$ cat src/rtl/lfbs_pkg.sv
// Shared types, codes and reset values for the link failover backoff sequencer.
package lfbs_pkg;

	localparam int unsigned TIME_W = 32;

	typedef logic [1:0] profile_t;
	localparam profile_t PROF_NONE    = 2'd0;
	localparam profile_t PROF_PRIMARY = 2'd1;
	localparam profile_t PROF_BACKUP1 = 2'd2;
	localparam profile_t PROF_BACKUP2 = 2'd3;

	typedef enum logic [1:0] {
		OP_UPDATE  = 2'd0,
		OP_NOTE    = 2'd1,
		OP_RESET   = 2'd2,
		OP_UNUSED  = 2'd3
	} opcode_t;

	typedef enum logic [1:0] {
		ACT_NONE   = 2'd0,
		ACT_START  = 2'd1,
		ACT_FAILED = 2'd2,
		ACT_RSVD   = 2'd3
	} action_t;

	typedef enum logic [1:0] {
		PH_IDLE      = 2'd0,
		PH_ATTEMPT   = 2'd1,
		PH_CONNECTED = 2'd2,
		PH_WAITING   = 2'd3
	} phase_t;

	typedef enum logic [2:0] {
		REG_PRIMARY_EN = 3'd0,
		REG_BACKUP1_EN = 3'd1,
		REG_BACKUP2_EN = 3'd2,
		REG_TIMEOUT    = 3'd3,
		REG_INIT_BKOFF = 3'd4,
		REG_MAX_BKOFF  = 3'd5
	} cfg_reg_t;

	localparam logic [TIME_W-1:0] RST_TIMEOUT    = 32'd10000;
	localparam logic [TIME_W-1:0] RST_INIT_BKOFF = 32'd1000;
	localparam logic [TIME_W-1:0] RST_MAX_BKOFF  = 32'd60000;

	typedef struct packed {
		profile_t          reported_profile;
		logic              link_up;
		logic [TIME_W-1:0] time_now;
		opcode_t           opcode;
	} in_item_t;

	typedef struct packed {
		profile_t          last_good;
		phase_t            phase_now;
		logic [TIME_W-1:0] retry_delay;
		profile_t          target_profile;
		action_t           action;
	} out_item_t;

	// en[0] primary, en[1] backup one, en[2] backup two
	function automatic logic is_avail(input profile_t p, input logic [2:0] en);
		logic r;
		case (p)
			PROF_PRIMARY: r = en[0];
			PROF_BACKUP1: r = en[1];
			PROF_BACKUP2: r = en[2];
			default:      r = 1'b0;
		endcase
		return r;
	endfunction

endpackage

$ cat src/rtl/lfbs_core.sv
// Sequencer state and the combinational step that turns one event into one result.
module lfbs_core (
	input  logic                clk,
	input  logic                arst_n,
	input  logic                cfg_we,
	input  logic [2:0]          cfg_index,
	input  logic [31:0]         cfg_wdata,
	input  logic                step_en,
	input  lfbs_pkg::in_item_t  item,
	output lfbs_pkg::out_item_t result
);
	import lfbs_pkg::*;

	// configuration
	logic [2:0]        en_q;
	logic [TIME_W-1:0] timeout_q, init_bkoff_q, max_bkoff_q;

	// sequencer state
	phase_t            phase_q, phase_d;
	profile_t          order_q [3];
	profile_t          order_d [3];
	logic [1:0]        size_q, size_d;
	logic [1:0]        pos_q, pos_d;
	profile_t          active_q, active_d;
	profile_t          last_q, last_d;
	logic [TIME_W-1:0] start_q, start_d;
	logic [TIME_W-1:0] next_q, next_d;
	logic [TIME_W-1:0] bkoff_q, bkoff_d;

	logic [2:0]        en_new;
	logic [TIME_W-1:0] wait_diff, run_diff, bkoff_sat, bkoff_lim;
	logic [TIME_W:0]   bkoff_x2;
	logic [1:0]        pos_inc;
	profile_t          pos_prof;
	profile_t          build0, build1, build2;

	assign wait_diff = item.time_now - next_q;
	assign run_diff  = item.time_now - start_q;
	assign bkoff_x2  = {bkoff_q, 1'b0};
	assign bkoff_sat = bkoff_x2[TIME_W] ? {TIME_W{1'b1}} : bkoff_x2[TIME_W-1:0];
	assign bkoff_lim = (bkoff_sat > max_bkoff_q) ? max_bkoff_q : bkoff_sat;
	assign pos_inc   = (pos_q < 2'd3) ? pos_q + 2'd1 : pos_q;

	// priority compaction of the enabled profiles
	assign build0 = en_q[0] ? PROF_PRIMARY : (en_q[1] ? PROF_BACKUP1 :
	                (en_q[2] ? PROF_BACKUP2 : PROF_NONE));
	assign build1 = en_q[0] ? (en_q[1] ? PROF_BACKUP1 : (en_q[2] ? PROF_BACKUP2 : PROF_NONE))
	                        : ((en_q[1] && en_q[2]) ? PROF_BACKUP2 : PROF_NONE);
	assign build2 = (&en_q) ? PROF_BACKUP2 : PROF_NONE;

	always_comb begin
		case (pos_inc)
			2'd0:    pos_prof = order_q[0];
			2'd1:    pos_prof = order_q[1];
			2'd2:    pos_prof = order_q[2];
			default: pos_prof = PROF_NONE;
		endcase
	end

	// new enable vector for an availability write
	always_comb begin
		en_new = en_q;
		case (cfg_index)
			REG_PRIMARY_EN: en_new[0] = cfg_wdata[0];
			REG_BACKUP1_EN: en_new[1] = cfg_wdata[0];
			REG_BACKUP2_EN: en_new[2] = cfg_wdata[0];
			default: ;
		endcase
	end

	always_comb begin
		phase_d  = phase_q;
		order_d  = order_q;
		size_d   = size_q;
		pos_d    = pos_q;
		active_d = active_q;
		last_d   = last_q;
		start_d  = start_q;
		next_d   = next_q;
		bkoff_d  = bkoff_q;
		result   = '0;
		result.action = ACT_NONE;

		if (step_en) begin
			case (item.opcode)
				OP_UPDATE: begin
					if (item.link_up) begin
						if (is_avail(active_q, en_q))
							last_d = active_q;
						phase_d = PH_CONNECTED;
						bkoff_d = init_bkoff_q;
					end else if (en_q == 3'b000) begin
						active_d = PROF_NONE;
						phase_d  = PH_IDLE;
					end else if (phase_q == PH_CONNECTED || phase_q == PH_IDLE ||
					             (phase_q == PH_WAITING && !wait_diff[TIME_W-1])) begin
						// fresh round, launch its first profile
						order_d[0] = build0;
						order_d[1] = build1;
						order_d[2] = build2;
						size_d     = 2'($countones(en_q));
						pos_d      = 2'd0;
						active_d   = build0;
						start_d    = item.time_now;
						phase_d    = PH_ATTEMPT;
						result.action         = ACT_START;
						result.target_profile = build0;
					end else if (phase_q == PH_ATTEMPT && run_diff >= timeout_q) begin
						pos_d = pos_inc;
						if (pos_inc < size_q) begin
							active_d = pos_prof;
							start_d  = item.time_now;
							phase_d  = PH_ATTEMPT;
							if (pos_prof != PROF_NONE) begin
								result.action         = ACT_START;
								result.target_profile = pos_prof;
							end
						end else begin
							// round exhausted: report and back off
							result.action      = ACT_FAILED;
							result.retry_delay = bkoff_q;
							next_d   = item.time_now + bkoff_q;
							bkoff_d  = bkoff_lim;
							active_d = PROF_NONE;
							phase_d  = PH_WAITING;
						end
					end
				end
				OP_NOTE: begin
					if (is_avail(item.reported_profile, en_q)) begin
						active_d = item.reported_profile;
						last_d   = item.reported_profile;
						phase_d  = PH_CONNECTED;
						bkoff_d  = init_bkoff_q;
					end
				end
				OP_RESET: begin
					phase_d  = PH_IDLE;
					size_d   = 2'd0;
					pos_d    = 2'd0;
					active_d = PROF_NONE;
					start_d  = '0;
					next_d   = '0;
					bkoff_d  = init_bkoff_q;
				end
				default: ;
			endcase
		end else if (cfg_we && (cfg_index == REG_PRIMARY_EN || cfg_index == REG_BACKUP1_EN ||
		                        cfg_index == REG_BACKUP2_EN)) begin
			// drop profiles that are no longer available
			if (!is_avail(last_q, en_new))
				last_d = PROF_NONE;
			if (!is_avail(active_q, en_new)) begin
				active_d = PROF_NONE;
				phase_d  = PH_IDLE;
			end
		end

		result.phase_now = phase_d;
		result.last_good = last_d;
	end

	always_ff @(posedge clk or negedge arst_n) begin
		if (!arst_n) begin
			en_q         <= 3'b000;
			timeout_q    <= RST_TIMEOUT;
			init_bkoff_q <= RST_INIT_BKOFF;
			max_bkoff_q  <= RST_MAX_BKOFF;
			phase_q      <= PH_IDLE;
			order_q      <= '{PROF_NONE, PROF_NONE, PROF_NONE};
			size_q       <= 2'd0;
			pos_q        <= 2'd0;
			active_q     <= PROF_NONE;
			last_q       <= PROF_NONE;
			start_q      <= '0;
			next_q       <= '0;
			bkoff_q      <= RST_INIT_BKOFF;
		end else begin
			if (cfg_we) begin
				case (cfg_index)
					REG_PRIMARY_EN,
					REG_BACKUP1_EN,
					REG_BACKUP2_EN: en_q         <= en_new;
					REG_TIMEOUT:    timeout_q    <= cfg_wdata;
					REG_INIT_BKOFF: init_bkoff_q <= cfg_wdata;
					REG_MAX_BKOFF:  max_bkoff_q  <= cfg_wdata;
					default: ;
				endcase
			end
			phase_q  <= phase_d;
			order_q  <= order_d;
			size_q   <= size_d;
			pos_q    <= pos_d;
			active_q <= active_d;
			last_q   <= last_d;
			start_q  <= start_d;
			next_q   <= next_d;
			bkoff_q  <= bkoff_d;
		end
	end

	a_attempt_has_profile: assert property (@(posedge clk) disable iff (!arst_n)
		phase_q == PH_ATTEMPT |-> active_q != PROF_NONE)
		else $error("attempt phase without an active profile");

	a_round_size: assert property (@(posedge clk) disable iff (!arst_n)
		size_q <= 2'd3 && size_q <= 2'($countones(en_q)) + 2'd0 || phase_q != PH_ATTEMPT
		|| size_q <= 2'd3)
		else $error("round size out of range");

	a_failed_waits: assert property (@(posedge clk) disable iff (!arst_n)
		step_en && result.action == ACT_FAILED |=> phase_q == PH_WAITING && active_q == PROF_NONE)
		else $error("failed round did not enter waiting");

	a_start_sets_active: assert property (@(posedge clk) disable iff (!arst_n)
		step_en && result.action == ACT_START |=>
		active_q == $past(result.target_profile) && phase_q == PH_ATTEMPT)
		else $error("started profile not recorded as active");

endmodule

$ cat src/rtl/lfbs_out_buf.sv
// Two-word result buffer that lets the step keep running while the receiver stalls.
module lfbs_out_buf (
	input  logic                clk,
	input  logic                arst_n,
	input  logic                push,
	input  lfbs_pkg::out_item_t push_data,
	output logic                full,
	output logic                out_valid,
	input  logic                out_ready,
	output lfbs_pkg::out_item_t out_data
);
	import lfbs_pkg::*;

	out_item_t  mem_q [2];
	logic       wr_q, rd_q;
	logic [1:0] cnt_q;
	logic       pop;

	assign full      = (cnt_q == 2'd2);
	assign out_valid = (cnt_q != 2'd0);
	assign pop       = out_valid && out_ready;
	assign out_data  = mem_q[rd_q];

	always_ff @(posedge clk) begin
		if (push)
			mem_q[wr_q] <= push_data;
	end

	always_ff @(posedge clk or negedge arst_n) begin
		if (!arst_n) begin
			wr_q  <= 1'b0;
			rd_q  <= 1'b0;
			cnt_q <= 2'd0;
		end else begin
			if (push)
				wr_q <= ~wr_q;
			if (pop)
				rd_q <= ~rd_q;
			case ({push, pop})
				2'b10:   cnt_q <= cnt_q + 2'd1;
				2'b01:   cnt_q <= cnt_q - 2'd1;
				default: cnt_q <= cnt_q;
			endcase
		end
	end

	a_no_overflow: assert property (@(posedge clk) disable iff (!arst_n)
		push |-> !full)
		else $error("result pushed into full buffer");

	a_count_range: assert property (@(posedge clk) disable iff (!arst_n)
		cnt_q <= 2'd2 && ((cnt_q == 2'd1) == (wr_q != rd_q)))
		else $error("buffer pointers and count disagree");

	a_pop_pushes_order: assert property (@(posedge clk) disable iff (!arst_n)
		push && !pop && cnt_q == 2'd0 |=> out_valid && out_data == $past(push_data))
		else $error("word into empty buffer not presented");

endmodule

$ cat src/rtl/link_failover_backoff_sequencer_top.sv
// Top level of the link failover backoff sequencer: stream ports and config port.
//
// Usage:
//   Events enter on the s_ stream; one result word leaves on the m_ stream for
//   every accepted event, in order. An event is taken when s_tvalid and
//   s_tready are both high at a rising edge of clk.
//   Configuration registers (0..2 profile enables, 3 attempt timeout,
//   4 initial backoff, 5 maximum backoff) are written through cfg_we /
//   cfg_index / cfg_wdata while no event is in flight; other indexes are
//   ignored. Writing an enable drops an active or last-good profile that has
//   become unavailable.
// Step and throughput:
//   The whole step is compare/add/shift logic with no register in it; the result word
//   is written into the result buffer and shown on m_ from there. One event per cycle
//   is sustained while the receiver keeps m_tready high.
// Stall behavior:
//   Results sit in a two-word buffer. Input stays ready while at least one
//   slot is free, so one more event is taken after the receiver stops; after
//   that s_tready drops until a word drains.
// Reset:
//   arst_n clears all sequencer state to idle, disables all profiles, loads
//   the register reset values and empties the result buffer.
module link_failover_backoff_sequencer_top (
	input  logic        clk,
	input  logic        arst_n,
	// config write port
	input  logic        cfg_we,
	input  logic [2:0]  cfg_index,
	input  logic [31:0] cfg_wdata,
	// event stream
	input  logic        s_tvalid,
	output logic        s_tready,
	input  logic [39:0] s_tdata,   // [31:0] time_now, [32] link_up, [34:33] reported_profile
	input  logic [1:0]  s_tuser,   // [1:0] opcode
	// result stream
	output logic        m_tvalid,
	input  logic        m_tready,
	output logic [39:0] m_tdata,   // [1:0] target_profile, [33:2] retry_delay,
	                               // [35:34] phase_now, [37:36] last_good
	output logic [1:0]  m_tuser    // [1:0] action
);
	import lfbs_pkg::*;

	in_item_t  item;
	out_item_t step_res, buf_res;
	logic      step_en, buf_full;

	// unpack the incoming word
	assign item.opcode           = opcode_t'(s_tuser);
	assign item.time_now         = s_tdata[31:0];
	assign item.link_up          = s_tdata[32];
	assign item.reported_profile = s_tdata[34:33];

	assign s_tready = !buf_full;
	assign step_en  = s_tvalid && s_tready;

	lfbs_core u_core (
		.clk       (clk),
		.arst_n    (arst_n),
		.cfg_we    (cfg_we),
		.cfg_index (cfg_index),
		.cfg_wdata (cfg_wdata),
		.step_en   (step_en),
		.item      (item),
		.result    (step_res)
	);

	lfbs_out_buf u_out_buf (
		.clk       (clk),
		.arst_n    (arst_n),
		.push      (step_en),
		.push_data (step_res),
		.full      (buf_full),
		.out_valid (m_tvalid),
		.out_ready (m_tready),
		.out_data  (buf_res)
	);

	// pack the outgoing word, zero fill to whole bytes
	assign m_tuser = buf_res.action;
	assign m_tdata = {2'b00, buf_res.last_good, buf_res.phase_now,
	                  buf_res.retry_delay, buf_res.target_profile};

endmodule
$ cat config.mk
export PLATFORM = sky130hd
export DESIGN_NAME = link_failover_backoff_sequencer_top
export DESIGN_NICKNAME = d
export VERILOG_FILES = /design/src/rtl/lfbs_pkg.sv /design/src/rtl/lfbs_core.sv /design/src/rtl/lfbs_out_buf.sv /design/src/rtl/link_failover_backoff_sequencer_top.sv
export SDC_FILE = /design/constraint.sdc
export NUM_CORES = 1
export LEC_CHECK = 0
export CORE_ASPECT_RATIO = 1.1
export CORE_MARGIN = 1
export CORE_UTILIZATION = 60
export CTS_CLUSTER_DIAMETER = 100
export CTS_CLUSTER_SIZE = 10
export DETAILED_ROUTE_END_ITERATION = 8
export DONT_BUFFER_PORTS = 1
export GPL_TIMING_DRIVEN = 0
export PLACE_DENSITY_LB_ADDON = 0.25
export SLEW_MARGIN = 20
export SYNTH_ARGS = -nofsm -noshare
export SYNTH_HDL_FRONTEND = slang
export SYNTH_HIERARCHICAL = 1
export SYNTH_SLANG_ARGS = --single-unit
$ cat constraint.sdc
create_clock -name clk -period 11.5 [get_ports clk]
set_clock_uncertainty 0.1 [all_clocks]
set_input_delay 2.3 -clock clk [delete_from_list [all_inputs] [get_ports clk]]
set_output_delay 2.3 -clock clk [all_outputs]
set_load 0.02 [all_outputs]
# Yosys cells after proc, flatten, opt, wreduce, memory -nomap -nowiden
# Memories as Yosys holds them, arrays and structs flattened.
# Cells that the tools add are included.
# classes
addsub	8
n_lt_le_gt_ge	4
n_eq_ne	42
mux	95
n_bitwise	4
reduce_logical	36
# op_table
op	count
2-to-1 mux 32 bit	20
2-to-1 mux 36 bit	5
case mux 32 bit (2 select lines)	2
case mux 32 bit (3 select lines)	1
2-to-1 mux 2 bit	40
subtractor 32 bit	2
adder 32 bit	1
>= comparator 32 bit	1
> comparator 32 bit	1
equality test 2 bit, second input constant	12
case mux 2 bit (3 select lines)	3
case mux 2 bit (2 select lines)	4
inequality test 3 bit, second input constant	5
AND reduction 5 bit	3
equality test 2 x 1 -> 1 bit, second input constant	7
2-to-1 mux 1 bit	14
AND reduction 7 bit	2
case mux 1 bit (3 select lines)	4
AND reduction 6 bit	2
nonzero test 2 bit	5
2-to-1 mux 4 bit	2
inequality test 2 x 1 -> 1 bit, second input constant	4
inequality test 2 bit, second input constant	4
AND reduction 2 bit	4
22 further kinds	41
# totals
reg_bits	215
ramBits	80
in_bits	82
output_inout_bits	44
n_memories	1
# mem_list
name	words	width	read_ports	rd_clocked_by_memory_dff	write_ports	line_no	rtl
u_out_buf.mem_q	2	40	1	0	1	lfbs_out_buf.sv:14	out_item_t mem_q [2];

# Logic depth before layout (Yosys ltp)
# Gate-level depths: netlist of run 1.
# logic_depth
word_depth	13
ltp_mapped	25

# Cells and area by module
# The synthesis of run 1 kept the hierarchy.
# modules_own_cells
module	n_inst	cells_per_inst	area_per_inst_um2	seq_area_each_um2
lfbs_core	1	1630	15034.4	5235.0
lfbs_out_buf	1	142	3130.5	2502.4
link_failover_backoff_sequencer_top	1	5	28.8	0.0

# Worst setup path after synthesis of run 1
# Ideal clock, no wire load.
# synth_timing
path_kind	input-to-reg
startpoint	input s_tdata[0]
endpoint	register u_core.bkoff_q[3]
setup_ns	0.085
arrival_time_ns	6.873
required_ns	11.315
path_slack_ns	4.442
stages	22
n_path_buf	2
cell_sequence	inv_1 ha_1 inv_1 fa_1 a21o_1 and4_1 nor4_1 nor3_1 a221o_1 a211o_1 a21oi_1 o311ai_0 ha_1 nand4_1 nor4_1 nand4_1 o211ai_1 a31oi_1 or2_2 clkbuf_1 clkbuf_1 o221ai_1
# synth_between
elab_chain_cells	6
word_cells_on_any_way	10
cone_classes	2 x add/sub; 1 x order compare; 2 x eq/ne; 5 x reduce/logical
# synth_rtl
item	line_no	rtl
start, declared	link_failover_backoff_sequencer_top.sv:33	input logic [39:0] s_tdata,
parallel branches: the longest is 5 deep, another holds subtractor 32 bit	-	
AND reduction 7 bit (no line) *	-	
end signal, assigned	lfbs_core.sv:198	bkoff_q <= bkoff_d;
end, declared	lfbs_core.sv:28	logic [TIME_W-1:0] bkoff_q, bkoff_d;
# Mark *: on every way between the ends.
# A chain may end at the register's enable or synchronous reset.

# Worst setup path after layout of run 1
# layout_timing
startpoint	input s_tdata[0]
endpoint	register u_core.next_q[15]
# layout_between
elab_chain_cells	7
word_cells_on_any_way	17
cone_classes	3 x add/sub; 1 x order compare; 2 x eq/ne; 6 x mux; 5 x reduce/logical
# layout_rtl
item	line_no	rtl
parallel branches: the longest is 7 deep, another holds subtractor 32 bit	-	
end signal, assigned	lfbs_core.sv:197	next_q <= next_d;
end, declared	lfbs_core.sv:27	logic [TIME_W-1:0] next_q, next_d;
# Parallel ways; which one is timed is not known. The select of a mux whose other input is x is not followed.

==> flow_metrics.env, run 1 <==
export IMPL_synth_top_family_by_area="compound AO/OA/AOI/OAI gates"
export IMPL_grt_total_usage_pct=30.2
export IMPL_via_count=13565
export IMPL_max_freq_ghz=0.116
export IMPL_die_width_um=168
export IMPL_finalSetupViolCount=0
export IMPL_drt_iter0_markers=871
export IMPL_r2r_slack_ps=4380
export IMPL_cts_setup_buffers=0
export IMPL_power_density_nw_per_um2=263
export IMPL_layout_drive_gt1_share_pct=15.0
export IMPL_synth_ff_type="dfrtp_1"
export IMPL_reg2reg_from="u_core/start_q[0]"
export IMPL_cp_required_ps=11850
export IMPL_synth_adder_area_share_pct=11.5
export IMPL_worstMarginPinSlew_ps=875
export IMPL_grt_pass1_vias=13672
export IMPL_port_buffers=0
export IMPL_ys_seq_area_share_pct=42.5
export IMPL_regToRegEndpoint="u_core/next_q[15]"
export IMPL_synth_edf_count=80
export IMPL_dieArea_sq_um=31000
export IMPL_cts_made_buffers=35
export IMPL_clockBufferDepth=3
export IMPL_syn_to_final_growth_pct=8.31
export IMPL_cts_tree="built"
export IMPL_vias_per_cell=6.13
export IMPL_syn_area_sq_um=18200
export IMPL_routed_wl_um=45800
export IMPL_grt_met2_usage_pct=51.7
export IMPL_fp_dieH_um=185
export IMPL_core_sq_um=29700
export IMPL_io_pins=126
export IMPL_antenna_left=0
export IMPL_overflow=0
export IMPL_min_from="u_core/next_q[11]"
export IMPL_htreeDepth=2
export IMPL_drc=0
export IMPL_initial_core_util_pct=61.2
export IMPL_criticalPathCategory="input pin to flop"
export IMPL_antennaDiodeCount=0
export IMPL_outcome="completed"
export IMPL_hpwl_um=34800
export IMPL_postSynthAreaPerCell_sq_um=10.2
export IMPL_synth_ff_latch_count=292
export IMPL_slew_headroom_pct=41.4
export IMPL_reg2regPathDepth=21
export IMPL_synthSimpleGateAreaFrac_pct=13.0
export IMPL_drt_pass1_iter_count=5
export IMPL_synth_compound_area_share_pct=13.9
export IMPL_gp_congestion=0.899
export IMPL_startpoint_type="input pin"
export IMPL_async_flop_share_pct=72.6
export IMPL_fin_tns_setup_ps=0
export IMPL_hold_depth=2
export IMPL_peakVddDrop_uv=168
export IMPL_arrival_ps=8940
export IMPL_antenna_found_initial=0
export IMPL_whs_ps=380
export IMPL_maxSlewViolCount=0
export IMPL_synth_xor_area_share_pct=2.98
export IMPL_grt_max_degree=213
export IMPL_synth_cell_types=82
export IMPL_clk_latency_ps=520
export IMPL_rsz0062_at_grt="no"
export IMPL_synthCells=1777
export IMPL_hold_buffers=0
export IMPL_nFillCells=2379
export IMPL_critical_path_max_fanout=10
export IMPL_yosys_warnings=6
export IMPL_finalCritPeriodShare_pct=74.7
export IMPL_crit_path_end_kind="flop"
export IMPL_path_clk_slew_ps=60
export IMPL_root_buffer="clkbuf_16"
export IMPL_synth_area_mux_share_pct=10.9
export IMPL_cellLeakagePower_nw=8.88
export IMPL_wl_per_cell_um=20.7
export IMPL_num_rows=66
export IMPL_final_hold_viol_count=0
export IMPL_grt_util_met3_pct=5.71
export IMPL_nets=2064
export IMPL_post_cts_resized=0
export IMPL_drv_cap=0
export IMPL_top_usage_layer="met2"
export IMPL_cts_sinks=292
export IMPL_grt_pass1_wl_um=71900
export IMPL_hold_path_end="u_core/next_q[11]"
export IMPL_finalCriticalPeriod_ps=8590
export IMPL_min_path_type="flop to flop"
export IMPL_grt_use_met1_pct=35.3
power by group:
part | switching [W] | internal, W | leakage (nW) | total, W
clock | 0.000425 | 0.000568 | 0.473 | 0.000993
combinational | 0.00140 | 0.00111 | 5.05 | 0.00251
sequential | 0.000265 | 0.00142 | 3.35 | 0.00168
critical path: stages:
cell,delay [ps]
inv_1,50
ha_1,210
inv_1,70
fa_1,390
a21o_1,180
and4_1,210
nor4_1,250
nor3_1,160
a221o_1,410
a211o_1,310
a21oi_1,380
o311ai_0,250
ha_1,320
nand4_1,120
nor4_1,500
nand4_1,250
o211a_1,380
nor2_1,660
a31oi_1,360
nor2_1,470
clkbuf_1,490
a22o_1,210
worst max-delay path by stage:
stage               startpoint  cells after the start  slack (ps)           endpoint
finish              s_tdata[0]                     22        2910  u_core/next_q[15]
global route        s_tdata[0]                     22        2560  u_core/next_q[15]
CTS                 s_tdata[0]                     22        3080  u_core/next_q[15]
detailed placement  s_tdata[0]                     22        2550  u_core/next_q[29]
global placement    s_tdata[0]                     22        2630  u_core/next_q[15]
floorplan           s_tdata[0]                     22        4440  u_core/bkoff_q[3]
per-layer routing:
| layer | vias up | routed length [um] |
|---|---|---|
| li1 | 6425 | - |
| met1 | 6608 | 18200 |
| met2 | 415 | 22000 |
| met3 | 117 | 2780 |
| met4 | 0 | 2880 |
| met5 | - | 0 |
synth_stat cells (18+ instances only):
cell type	count	area (sq um)
dfstp_2	24	631
o31ai_1	19	143
xor2_1	23	201
a21o_1	44	330
and2_1	34	213
nor2_1	56	210
a21oi_1	91	455
mux2i_1	39	390
nand3_1	25	125
o221ai_1	34	298
nor3_1	20	100
dfrtp_1	188	4700
or2_2	38	238
nand2_1	176	661
nand2b_1	44	275
o21ai_0	84	420
clkbuf_1	55	206
xnor2_1	39	342
mux2_2	137	1540
nor2b_1	18	113
edfxtp_1	80	2400
inv_1	151	567
ha_1	162	2030
registers in the layout, indices dropped and copies added (netlist names):
name and cells:
u_core/max_bkoff_q 32, u_core/init_bkoff_q 32, u_core/phase_q 2, u_core/active_q 2, u_core/pos_q 2, u_core/next_q 32
u_core/start_q 32, u_out_buf/cnt_q 2, u_out_buf/mem_q 80, u_out_buf/rd_q 1, u_core/timeout_q 32, u_core/en_q 3
u_core/order_q 3, u_out_buf/wr_q 1, u_core/bkoff_q 32, u_core/size_q 2, u_core/last_q 2
cell type report:
| class | count | area, sq um | share of cell area (%) |
|---|---|---|---|
| Multi-Input combinational cell | 1258 | 9530 | 48.4 |
| Clock inverter | 3 | 41.3 | 0.210 |
| Sequential cell | 292 | 7740 | 39.3 |
| Tap cell | 374 | 468 | 2.37 |
| Buffer | 76 | 368 | 1.87 |
| Clock buffer | 55 | 951 | 4.83 |
| Timing Repair Buffer | 2 | 40.0 | 0.203 |
| Inverter | 152 | 571 | 2.90 |
layout by cell type (no fill, tap or decap), types with 20 or more instances in the layout:
cell,count
dfrtp_1,188
nand2_1,176
ha_1,162
inv_1,151
mux2_2,137
a21oi_1,91
o21ai_0,84
edfxtp_1,80
clkbuf_1,75
nor2_1,55
a21o_1,44
nand2b_1,44
xnor2_1,39
mux2i_1,39
or2_2,38
clkbuf_16,35
o221ai_1,34
and2_1,33
nand3_1,25
dfstp_2,24
xor2_1,23
nor3_1,20
stage by stage:
step           cell area (sq um)  setup slack [ps]  instances  util (%)  total power, W
2_1_floorplan              18200              4440       1778         -         0.00356
3_3_place_gp               18700              2630       2152      62.8         0.00407
3_5_place_dp               18700              2550       2154      63.0         0.00417
4_1_cts                    19700              3080       2212      66.3         0.00519
5_1_grt                    19700              2560       2212      66.3         0.00556
6_report                   19700              2910       2212      66.3         0.00518
cell families after synthesis:
family,count (synthesis)
other,1
AOI/OAI and AO/OA,380
adders and majority gates,166
and+or+nand+nor,469
muxes,179
xor gates and xnor gates,62
DFF,292
buffers and inverters,228
No activity file was read; power rests on OpenSTA's default activity.
==> inputs of run 2 (changes only) <==
--- a/config.mk
+++ b/config.mk
@@ -7,7 +7,7 @@
 export LEC_CHECK = 0
 export CORE_ASPECT_RATIO = 1.1
 export CORE_MARGIN = 1
-export CORE_UTILIZATION = 60
+export CORE_UTILIZATION = 59
 export CTS_CLUSTER_DIAMETER = 100
 export CTS_CLUSTER_SIZE = 10
 export DETAILED_ROUTE_END_ITERATION = 8
==> constraint.sdc (replaced) <==
create_clock -name clk -period 7.8 [get_ports clk]
set_clock_uncertainty 0.1 [all_clocks]
set_input_delay 1.56 -clock clk [delete_from_list [all_inputs] [get_ports clk]]
set_output_delay 1.56 -clock clk [all_outputs]
set_load 0.02 [all_outputs]
==> run 2 against run 1 <==
  * Flip-flop and latch count stayed put
  * Combinational power is 49% higher
  * Via count grew 0.64%
  * Die area up 1.7%
  * Worst hold slack got worse by 1.6 ps
==> flow_metrics.env, run 2 (synthesized netlist as in run 1, its figures left out) <==
export IMPL_outcome="completed"
export IMPL_drc=0
export IMPL_startpoint_type="input pin"
export IMPL_final_common_cell="dfrtp_1"
export IMPL_worstMarginPinSlew_ps=860
export IMPL_cts_tree="built"
export IMPL_vias_per_cell=6.05
export IMPL_wl_per_cell_um=20.9
export IMPL_path_clk_slew_ps=60
export IMPL_maxSlewViolCount=0
export IMPL_mostFrequentLayoutCells="dfrtp_1 (188), nand2_1 (176), ha_1 (162)"
export IMPL_arrival_ps=7790
export IMPL_io_pins=126
export IMPL_drt_iter0_markers=920
export IMPL_finalCritPeriodShare_pct=95.8
export IMPL_fp_dieH_um=186
export IMPL_grt_pass1_vias=13677
export IMPL_routed_wl_um=47100
export IMPL_nFillCells=2435
export IMPL_grt_use_met1_pct=35.6
export IMPL_via_count=13652
export IMPL_grt_max_degree=213
export IMPL_slew_headroom_pct=42.6
export IMPL_max_freq_ghz=0.134
export IMPL_num_rows=67
export IMPL_clockBufferDepth=3
export IMPL_port_buffers=0
export IMPL_largest_reg_flops=80
export IMPL_final_hold_viol_count=0
export IMPL_criticalPathCategory="input pin to flop"
export IMPL_layout_drive_gt1_share_pct=15.4
export IMPL_overflow=0
export IMPL_hpwl_um=35700
export IMPL_grt_total_usage_pct=30.3
export IMPL_drt_pass1_iter_count=5
export IMPL_gp_congestion=0.956
export IMPL_die_width_um=169
export IMPL_placed_area_sq_um=18800
export IMPL_finalSetupViolCount=0
export IMPL_antenna_found_initial=1
export IMPL_critical_path_max_fanout=10
export IMPL_finalCriticalPeriod_ps=7480
export IMPL_antennaDiodeCount=0
export IMPL_core_sq_um=30400
export IMPL_power_w=0.00770
export IMPL_nets=2066
export IMPL_finalWorstSetupSlack_ps=325
export IMPL_antenna_left=0
export IMPL_min_path_type="flop to flop"
export IMPL_htreeDepth=2
export IMPL_rsz0062_at_grt="no"
export IMPL_grt_pass1_wl_um=73300
export IMPL_fin_tns_setup_ps=0
export IMPL_cellLeakagePower_nw=8.90
export IMPL_initial_core_util_pct=59.8
export IMPL_cts_sinks=292
export IMPL_clk_latency_ps=530
export IMPL_peakVddDrop_uv=202
export IMPL_cp_required_ps=8110
export IMPL_power_density_nw_per_um2=389
export IMPL_grt_util_met3_pct=5.29
export IMPL_dieArea_sq_um=31500
export IMPL_regMostFlops="u_out_buf/mem_q"
export IMPL_root_buffer="clkbuf_16"
export IMPL_fin_area_sq_um=19800
export IMPL_top_usage_layer="met2"
export IMPL_place_ws_ps=-675
export IMPL_grt_met2_usage_pct=54.0
export IMPL_cts_made_buffers=35
export IMPL_syn_to_final_growth_pct=8.83
export IMPL_drv_cap=0
export IMPL_crit_path_end_kind="flop"
-- run 2: final timing paths --
path | start | to | slack (ps) | depth (start not counted)
worst max-delay path | s_tdata[0] | u_core/next_q[7] | 320 | 21
worst min-delay path | u_core/start_q[26] | u_core/start_q[26] | 380 | 2
worst max register to register | u_core/start_q[0] | u_core/next_q[7] | 1050 | 20
worst min register to register | u_core/start_q[26] | u_core/start_q[26] | 380 | 2
max in group asynchronous | arst_n | u_core/init_bkoff_q[8] | 6620 | 0
min in group asynchronous | arst_n | u_core/start_q[25] | 620 | 0
-- run 2: metrics by stage --
| step | utilization, % | cells | hold WS [ps] |
|---|---|---|---|
| floorplan | - | 1778 | 343 |
| global placement | 61.5 | 2192 | 363 |
| detailed placement | 61.7 | 2194 | 366 |
| CTS | 65.0 | 2253 | 379 |
| global route | 65.1 | 2255 | 391 |
| finish | 65.1 | 2255 | 378 |
-- run 2: area by class of cell --
cell class / instances / area [sq um] / share of cell area [%]
plain buffers: 76 / 369 / 1.86
clock buffers: 55 / 951 / 4.80
clock inverters: 4 / 57.6 / 0.291
inverters: 152 / 571 / 2.88
multi-input cells: 1258 / 9540 / 48.2
flip-flops and latches: 292 / 7740 / 39.1
well taps: 414 / 518 / 2.62
repair buffers: 4 / 55.1 / 0.278
-- run 2: worst max-delay path: stages --
cell and delay, ps:
inv_1 60, ha_1 200, inv_1 60, fa_1 390, a21o_1 190, and4_1 220, nor4_1 290, nor3_1 170
a221o_1 420, a211o_1 300, a21oi_1 400, o311ai_0 300, ha_1 350, nand4_1 130, nor4_1 500, nand4_1 250
o211a_1 390, nor2_2 490, a31oi_2 240, clkbuf_1 420, o41ai_1 450
-- run 2: what timing repair did --
action / CTS / global route
pin swaps: 0 / 1
gates resized for setup: 1 / 4
hold buffers: 0 / 0
setup endpoints to repair: 10 / 52
gates cloned: 0 / 0
setup buffers: 0 / 2
-- run 2: power by group --
group,internal (W),switching (W)
Combinational,0.00164,0.00210
Sequential,0.00209,0.000383
Clock,0.000845,0.000644
Total,0.00458,0.00312
-- run 2: metal layers --
| layer | wire (um) | up-vias |
|---|---|---|
| li1 | - | 6425 |
| met1 | 18500 | 6655 |
| met2 | 23400 | 450 |
| met3 | 2880 | 120 |
| met4 | 2330 | 2 |
| met5 | 13 | - |
